File: config.mk
export PLATFORM = sky130hd
export DESIGN_NAME = ultrasonic_median_obstacle_alert
export DESIGN_NICKNAME = d
export VERILOG_FILES = /design/src/hw/rtl/umoa_pkg.sv /design/src/hw/rtl/ultrasonic_median_obstacle_alert.sv /design/src/hw/rtl/umoa_lane.sv /design/src/hw/rtl/umoa_merge.sv
export SDC_FILE = /design/constraint.sdc
export NUM_CORES = 2
export LEC_CHECK = 0
export BUFFER_PORTS_ARGS = -buffer_cell sky130_fd_sc_hd__buf_2
export CAP_MARGIN = 25
export CORE_ASPECT_RATIO = 0.8
export CORE_MARGIN = 2
export CORE_UTILIZATION = 25
export CTS_CLUSTER_DIAMETER = 120
export DETAILED_ROUTE_END_ITERATION = 10
export GPL_TIMING_DRIVEN = 0
export HOLD_SLACK_MARGIN = 0.02
export PLACE_DENSITY = 0.35
export SYNTH_ARGS = -nofsm -noshare
export SYNTH_HDL_FRONTEND = slang
export SYNTH_SLANG_ARGS = --single-unit
File: constraint.sdc
create_clock -name clk -period 8.7 [get_ports clk]
set_input_delay 0.435 -clock clk [delete_from_list [all_inputs] [get_ports clk]]
set_output_delay 0.435 -clock clk [all_outputs]
set_load 0.01 [all_outputs]
File: src/hw/rtl/umoa_pkg.sv
// ---------------------------------------------------------------------------
// umoa_pkg
// Types and constants of the ultrasonic median obstacle alert.
// ---------------------------------------------------------------------------
`default_nettype none

package umoa_pkg;

	localparam int ECHO_W      = 16;
	localparam int DIST_W      = 16;
	localparam int THR_W       = 8;
	localparam int MULT_W      = 13;
	localparam int PROD_W      = ECHO_W + MULT_W;
	localparam int DIST_SHIFT  = 10;
	localparam int DIST_RAW_W  = PROD_W - DIST_SHIFT;
	localparam int CFG_IDX_W   = 2;

	localparam logic [ECHO_W-1:0]     ECHO_TIMEOUT_US = 16'd20000;
	localparam logic [MULT_W-1:0]     DIST_MULT       = 13'd4496;
	localparam logic [DIST_RAW_W-1:0] DIST_MIN        = 19'd512;
	localparam logic [DIST_RAW_W-1:0] DIST_MAX        = 19'd64000;

	// register indexes
	localparam logic [CFG_IDX_W-1:0] REG_TOP_THR    = 2'd0;
	localparam logic [CFG_IDX_W-1:0] REG_FRONT_THR  = 2'd1;
	localparam logic [CFG_IDX_W-1:0] REG_BOTTOM_THR = 2'd2;

	localparam logic [THR_W-1:0] TOP_THR_RST    = 8'd80;
	localparam logic [THR_W-1:0] FRONT_THR_RST  = 8'd100;
	localparam logic [THR_W-1:0] BOTTOM_THR_RST = 8'd70;

	typedef struct packed {
		logic [ECHO_W-1:0] top_echo_first;
		logic [ECHO_W-1:0] top_echo_second;
		logic [ECHO_W-1:0] top_echo_third;
		logic [ECHO_W-1:0] front_echo_first;
		logic [ECHO_W-1:0] front_echo_second;
		logic [ECHO_W-1:0] front_echo_third;
		logic [ECHO_W-1:0] bottom_echo_first;
		logic [ECHO_W-1:0] bottom_echo_second;
		logic [ECHO_W-1:0] bottom_echo_third;
	} in_t;

	typedef struct packed {
		logic [DIST_W-1:0] top_distance;
		logic              top_valid;
		logic [DIST_W-1:0] front_distance;
		logic              front_valid;
		logic [DIST_W-1:0] bottom_distance;
		logic              bottom_valid;
		logic              top_alert;
		logic              front_alert;
		logic              bottom_alert;
		logic              left_motor_on;
		logic              right_motor_on;
	} out_t;

	// three echoes of one sensor
	typedef struct packed {
		logic [ECHO_W-1:0] first;
		logic [ECHO_W-1:0] second;
		logic [ECHO_W-1:0] third;
	} sensor_echo_t;

	// what one lane found for its sensor
	typedef struct packed {
		logic [DIST_W-1:0] distance;
		logic              valid;
		logic              alert;
	} lane_res_t;

endpackage

`default_nettype wire

File: src/hw/rtl/ultrasonic_median_obstacle_alert.sv
// ---------------------------------------------------------------------------
// ultrasonic_median_obstacle_alert
// Path: an accepted input word is registered as lane keys in s1, then as the output word in s2.
// Throughput: one word per cycle while out_ready is high; set by the two-stage lane pipeline.
// Reset (arst_n low, asynchronous): pipeline empty, thresholds 80/100/70 cm.
// ---------------------------------------------------------------------------
`default_nettype none

module ultrasonic_median_obstacle_alert (
	input  logic                              clk,
	input  logic                              arst_n,
	input  logic                              in_valid,
	output logic                              in_ready,
	input  umoa_pkg::in_t                     in_data,
	output logic                              out_valid,
	input  logic                              out_ready,
	output umoa_pkg::out_t                    out_data,
	input  logic                              cfg_write,
	input  logic [umoa_pkg::CFG_IDX_W-1:0]    cfg_index,
	input  logic [umoa_pkg::THR_W-1:0]        cfg_data
);

	// Pipeline:
	//   s1 - each lane turns its three echoes into ranking keys
	//        (constant multiply, shift, range checks) and registers them.
	//   s2 - each lane takes the median of its keys and compares against
	//        its threshold; the merge stage ORs alerts into the motor bits
	//        and registers the output word.
	// A stage advances when it is empty or its successor advances, so a
	// stalled output word still lets an empty s1 take the next word.

	logic [umoa_pkg::THR_W-1:0] top_thr_q, front_thr_q, bottom_thr_q;
	logic                       vld_s1, vld_s2;
	logic                       load_s1, load_s2;
	umoa_pkg::lane_res_t        top_res, front_res, bottom_res;
	umoa_pkg::sensor_echo_t     top_echoes, front_echoes, bottom_echoes;

	assign load_s2  = !vld_s2 || out_ready;
	assign load_s1  = !vld_s1 || load_s2;
	assign in_ready = load_s1;
	assign out_valid = vld_s2;

	// threshold registers; unknown index is ignored
	always_ff @(posedge clk or negedge arst_n) begin
		if (!arst_n) begin
			top_thr_q    <= umoa_pkg::TOP_THR_RST;
			front_thr_q  <= umoa_pkg::FRONT_THR_RST;
			bottom_thr_q <= umoa_pkg::BOTTOM_THR_RST;
		end else if (cfg_write) begin
			unique case (cfg_index)
				umoa_pkg::REG_TOP_THR:    top_thr_q    <= cfg_data;
				umoa_pkg::REG_FRONT_THR:  front_thr_q  <= cfg_data;
				umoa_pkg::REG_BOTTOM_THR: bottom_thr_q <= cfg_data;
				default: ;
			endcase
		end
	end

	// stage valid flags
	always_ff @(posedge clk or negedge arst_n) begin
		if (!arst_n) begin
			vld_s1 <= 1'b0;
			vld_s2 <= 1'b0;
		end else begin
			if (load_s1) begin
				vld_s1 <= in_valid;
			end
			if (load_s2) begin
				vld_s2 <= vld_s1;
			end
		end
	end

	assign top_echoes    = '{first:  in_data.top_echo_first,
	                         second: in_data.top_echo_second,
	                         third:  in_data.top_echo_third};
	assign front_echoes  = '{first:  in_data.front_echo_first,
	                         second: in_data.front_echo_second,
	                         third:  in_data.front_echo_third};
	assign bottom_echoes = '{first:  in_data.bottom_echo_first,
	                         second: in_data.bottom_echo_second,
	                         third:  in_data.bottom_echo_third};

	// one lane per sensor
	umoa_lane u_lane_top (
		.clk       (clk),
		.load_s1   (load_s1),
		.echoes    (top_echoes),
		.threshold (top_thr_q),
		.res       (top_res)
	);

	umoa_lane u_lane_front (
		.clk       (clk),
		.load_s1   (load_s1),
		.echoes    (front_echoes),
		.threshold (front_thr_q),
		.res       (front_res)
	);

	umoa_lane u_lane_bottom (
		.clk       (clk),
		.load_s1   (load_s1),
		.echoes    (bottom_echoes),
		.threshold (bottom_thr_q),
		.res       (bottom_res)
	);

	// merge lanes into the output word
	umoa_merge u_merge (
		.clk        (clk),
		.load_s2    (load_s2),
		.top_res    (top_res),
		.front_res  (front_res),
		.bottom_res (bottom_res),
		.data_s2    (out_data)
	);

endmodule

`default_nettype wire

File: src/hw/rtl/umoa_lane.sv
// ---------------------------------------------------------------------------
// umoa_lane
// One sensor: echo to ranking key (registered), then median and alert.
// ---------------------------------------------------------------------------
`default_nettype none

module umoa_lane (
	input  logic                              clk,
	input  logic                              load_s1,
	input  umoa_pkg::sensor_echo_t            echoes,
	input  logic [umoa_pkg::THR_W-1:0]        threshold,
	output umoa_pkg::lane_res_t               res
);

	logic [umoa_pkg::ECHO_W-1:0]     echo [3];
	logic [umoa_pkg::PROD_W-1:0]     prod [3];
	logic [umoa_pkg::DIST_RAW_W-1:0] dist_raw [3];
	logic [umoa_pkg::DIST_W-1:0]     key [3];
	logic [umoa_pkg::DIST_W-1:0]     key_s1 [3];
	logic [umoa_pkg::DIST_W-1:0]     lo, hi, med;

	assign echo[0] = echoes.first;
	assign echo[1] = echoes.second;
	assign echo[2] = echoes.third;

	// key is 0 for no reading, distance + 1 otherwise
	always_comb begin
		for (int i = 0; i < 3; i++) begin
			prod[i]     = umoa_pkg::PROD_W'(echo[i])
				* umoa_pkg::PROD_W'(umoa_pkg::DIST_MULT);
			dist_raw[i] = prod[i][umoa_pkg::PROD_W-1:umoa_pkg::DIST_SHIFT];
			if (echo[i] == '0 || echo[i] > umoa_pkg::ECHO_TIMEOUT_US
				|| dist_raw[i] < umoa_pkg::DIST_MIN
				|| dist_raw[i] > umoa_pkg::DIST_MAX) begin
				key[i] = '0;
			end else begin
				key[i] = dist_raw[i][umoa_pkg::DIST_W-1:0] + 1'b1;
			end
		end
	end

	always_ff @(posedge clk) begin
		if (load_s1) begin
			key_s1 <= key;
		end
	end

	always_comb begin
		lo  = (key_s1[0] < key_s1[1]) ? key_s1[0] : key_s1[1];
		hi  = (key_s1[0] < key_s1[1]) ? key_s1[1] : key_s1[0];
		if (key_s1[2] <= lo) begin
			med = lo;
		end else if (key_s1[2] >= hi) begin
			med = hi;
		end else begin
			med = key_s1[2];
		end
		res.valid    = (med != '0);
		res.distance = res.valid ? (med - 1'b1) : '0;
		// d < thr*256 is the same as d/256 < thr
		res.alert    = res.valid && (res.distance[umoa_pkg::DIST_W-1:8] < threshold);
	end

endmodule

`default_nettype wire

File: src/hw/rtl/umoa_merge.sv
// ---------------------------------------------------------------------------
// umoa_merge
// Combines the three lane results, derives motors, holds the output word.
// ---------------------------------------------------------------------------
`default_nettype none

module umoa_merge (
	input  logic                clk,
	input  logic                load_s2,
	input  umoa_pkg::lane_res_t top_res,
	input  umoa_pkg::lane_res_t front_res,
	input  umoa_pkg::lane_res_t bottom_res,
	output umoa_pkg::out_t      data_s2
);

	always_ff @(posedge clk) begin
		if (load_s2) begin
			data_s2.top_distance    <= top_res.distance;
			data_s2.top_valid       <= top_res.valid;
			data_s2.front_distance  <= front_res.distance;
			data_s2.front_valid     <= front_res.valid;
			data_s2.bottom_distance <= bottom_res.distance;
			data_s2.bottom_valid    <= bottom_res.valid;
			data_s2.top_alert       <= top_res.alert;
			data_s2.front_alert     <= front_res.alert;
			data_s2.bottom_alert    <= bottom_res.alert;
			data_s2.left_motor_on   <= top_res.alert | front_res.alert;
			data_s2.right_motor_on  <= front_res.alert | bottom_res.alert;
		end
	end

endmodule

`default_nettype wire

==> metrics.md <==
| Metric | Value |
|---|---|
| Drt first pass iters | `6` |
| Initial Util | `25.17%` |
| CP Max Fanout | `10` |
| Outcome | `finished clean` |
| # DRC | `0` |
| GRT Total Usage | `approximately 14%` |
| H-Tree Depth | `2` |
| Core footprint | `about 160000 sq um` |
| Via count | `between 30k and 40k` |
| Nets | `around 6.1k` |
| Maxcap violations | `0` |
| Post-DRT Antenna Nets | `0` |
| Worst Hold Class | `in -> reg` |
| Final min period | `between 8 and 9 ns` |
| M1 GR Usage | `21.03%` |
| Largest stage delay on the critical path | `0.49 ns` |
| Die width | `between 400 and 500 um` |
| Clock latency on the worst-skew pair | `0.56 ns` |
| Initial DRC count | `around 1.1k` |
| GRT overflow | `0` |
| Synth Area in Compound Gates | `12.73%` |
| P_leak | `22.18 nW` |
| Top-count cell post-synth | `inv_1` |
| Commonest cells in the netlist | `inv_1 (986), ha_1 (904), nor2_1 (397), a21oi_1 (245), fa_1 (207)` |
| Largest family of logic cells by synthesized area | `adder cells` |
| Post-synthesis adder-cell area fraction | `between 30% and 40%` |
| GP Congestion | `just over 0.8` |
| CTS sink count | `226` |
| Mux cell area share after synthesis | `under 10%` |
| Final core occ | `between 20% and 30%` |
| Initial antenna violation count | `3` |
| Cells after DPL | `slightly below 7k` |
| Pwr Total | `about 0.014 W` |
| FFs w/ async S/R, synth | `roughly 12%` |
| Post-synth EDFFs | `200` |
| CP startpoint kind | `flip-flop` |
| Ports | `roughly 220` |
| Die ar. | `161400 sq um` |
| Cell count after synthesis | `4568` |
| Headroom to the max-slew limit | `roughly two fifths` |
| Met2 Usage GRT | `about 22%` |
| Slew Viols, Final | `0` |
| Fin. Hold Viols | `0` |
| Number of distinct library cells after synthesis | `around 110` |
| Worst endpoint required time | `8.99 ns` |
| Hold slack | `~0.18 ns` |
| Reg clk slew, reported paths | `roughly 0.05 ns` |
| Synthesized flop and latch total | `between 200 and 250` |
| WP data arrival | `8.37 ns` |
| Syn_nets | `a little under 6k` |
| Mean number of vias per cell | `between 4 and 5` |
| CTS tree | `yes` |
| Routed wire length per instance | `between 15 and 20 um` |
| CP endpoint kind | `flip-flop` |
| Die extent in y | `359.8 um` |
| Synth Area in Simple Gates | `14.08%` |
| PD cells | `303.7 nW/um^2` |
| YS warnings | `0` |
| # port buffers | `216` |
| Mapped Area | `39550 sq um` |
| Root Driver | `clkbuf_16` |
| Clk_skew | `0.02795 ns` |
| Maximum clock rate | `roughly 120 MHz` |
| Vias in the first global route | `31.72k` |
| Period utilisation layout | `between 90% and 100%` |
| Post-DP HPWL | `98240 um` |
| Largest net degree at the start of global routing | `47` |
| Area delta synth->final | `13.26%` |
| Post-synth top area cell | `ha_1` |
| Num rows | `130` |
| First-pass GRT wire length | `182200 um` |
| XOR/XNOR share of the synthesized area | `5.647%` |
| GRT busiest layer | `met2` |
| Setup CP Type | `reg -> reg` |
| Avg Cell Area, Syn | `8.658 sq um` |
| Max IR drop VDD | `~0.17 mV` |
| Final Non-Filler Cells | `roughly 7k` |
| Sequential share of the synthesized area | `roughly 17%` |
| Setup violations, final | `0` |
| Critical path's slowest cell | `edfxtp_1` |
| Dominant synthesized flop cell | `edfxtp_1` |
| Met3 usage in global routing | `approximately 1.3%` |
| Final WL | `about 110000 um` |
| Layout cell share with drive strength beyond 1 | `approximately 8.6%` |
| Measured slew at the worst slew-check pin | `between 0.9 and 1 ns` |
| Total CTS buffers | `35` |
| CTS Buffer Depth | `3` |
| Top cells by area, synth | `ha_1 (29%), edfxtp_1 (15%), fa_1 (10%)` |
| Yosys top cell area share | `between 20% and 30%` |
==> sequential cells by signal (all words and copies together), names as in the netlist <==
register              flops
u_merge.data_s2          56
top_thr_q                 8
u_lane_top.key_s1        48
out_valid                 1
front_thr_q               8
u_lane_bottom.key_s1     48
u_lane_front.key_s1      48
bottom_thr_q              8
vld_s1                    1
==> layer usage <==
| metal | routed length, um | share of wire, % |
|---|---|---|
| met2 | 48540 | 43 |
| met4 | 1637 | 1.4 |
| met1 | 60700 | 54 |
| met5 | 0 | 0 |
| met3 | 2513 | 2.2 |
==> cell type report <==
type	instances	area [sq um]
Fill cell	17150	112300
Multi-Input combinational cell	3297	28950
Sequential cell	226	6666
Inverter	990	3719
Tap cell	2112	2643
Timing Repair Buffer	231	1348
Clock buffer	44	1005
Buffer	55	266.5
Clock inverter	18	193.9
Antenna cell	2	5.005
==> path summary, 6_finish.rpt <==
| path | startpoint | endpoint | slack, ns | depth (start not counted) |
|---|---|---|---|---|
| worst max-delay path | u_lane_front.key_s1[29]$_SDFFCE_PP0P_ | u_merge.data_s2[0]$_DFFE_PP_ | 0.62 | 32 |
| worst min-delay path | cfg_data[6] | top_thr_q[6]$_DFFE_PN1P_ | 0.18 | 3 |
| worst max register to register | u_lane_front.key_s1[29]$_SDFFCE_PP0P_ | u_merge.data_s2[0]$_DFFE_PP_ | 0.62 | 32 |
| worst min register to register | vld_s1$_DFFE_PN0P_ | out_valid$_DFFE_PN0P_ | 0.47 | 1 |
| max in group asynchronous | arst_n | top_thr_q[3]$_DFFE_PN0P_ | 7.69 | 2 |
| min in group asynchronous | arst_n | front_thr_q[3]$_DFFE_PN0P_ | 0.48 | 2 |
==> stage by stage <==
stage | cell area, sq um | worst slack, ns | TNS, ns
6_report | 44790 | 0.6198 | 0
5_1_grt | 44790 | -0.01899 | -0.03393
4_1_cts | 44750 | 0.01391 | 0
3_5_place_dp | 43530 | 0.005283 | 0
3_3_place_gp | 43270 | -0.008700 | -0.008700
2_1_floorplan | 39550 | 1.876 | 0
==> cells by family (layout without fill, tap and decap cells) <==
logic type | Yosys count | in the layout
AND/OR/NAND/NOR | 1117 | 1117
adder cells (fa/ha/maj) | 1111 | 1111
buffers and inverters | 1045 | 1338
AO/OA/AOI/OAI | 757 | 757
XOR/XNOR | 255 | 255
flip-flops | 226 | 226
multiplexers | 57 | 57
other | 0 | 2
==> placed cells by master, fill, tap and decap left out, types with 17 or more instances in the layout <==
| cell type | synthesis | layout |
|---|---|---|
| a211oi_1 | 33 | 33 |
| a21o_1 | 60 | 60 |
| a21oi_1 | 245 | 244 |
| a31oi_1 | 20 | 20 |
| and2_1 | 20 | 20 |
| and3_1 | 33 | 33 |
| buf_2 | 11 | 227 |
| clkbuf_1 | 36 | 32 |
| clkbuf_16 | 0 | 39 |
| dfrtp_1 | 18 | 18 |
| edfxtp_1 | 200 | 200 |
| fa_1 | 207 | 207 |
| ha_1 | 904 | 904 |
| inv_1 | 986 | 986 |
| mux2_2 | 24 | 24 |
| mux2i_1 | 29 | 28 |
| nand2_1 | 196 | 196 |
| nand2b_1 | 36 | 35 |
| nand3_1 | 90 | 90 |
| nand3b_1 | 38 | 38 |
| nand4_1 | 80 | 80 |
| nor2_1 | 397 | 397 |
| nor2b_1 | 33 | 33 |
| nor3_1 | 70 | 70 |
| nor4_1 | 19 | 19 |
| o21a_1 | 49 | 49 |
| o21ai_0 | 116 | 115 |
| o21ai_1 | 16 | 17 |
| o21bai_1 | 19 | 19 |
| o221ai_1 | 21 | 21 |
| o31ai_1 | 18 | 17 |
| xnor2_1 | 143 | 143 |
| xor2_1 | 112 | 112 |
==> report_power, final <==
part / total (W) / internal (W) / switching (W) / leakage, nW
clock network: 0.00148 / 0.000911 / 0.000569 / 0.580
logic: 0.0101 / 0.00391 / 0.00621 / 19.1
registers: 0.00200 / 0.00170 / 0.000304 / 2.46
==> what timing repair did <==
action                                  4_1_cts  5_1_grt
endpoints found under the setup margin        2        4
resized for setup                             2       24
hold buffers                                  2        0
hold endpoints to repair                     19        0
buffers inserted                              0        0
==> worst max-delay path: cells and delay by family (launching register included) <==
family,cells,cell delay (ns)
AOI/OAI and AO/OA,12,2.76
adders and majority gates,3,0.85
buffers and inverters,5,0.90
DFF,1,0.49
muxes,1,0.38
and+or+nand+nor,11,2.38
(Power assumes the default switching activity.)
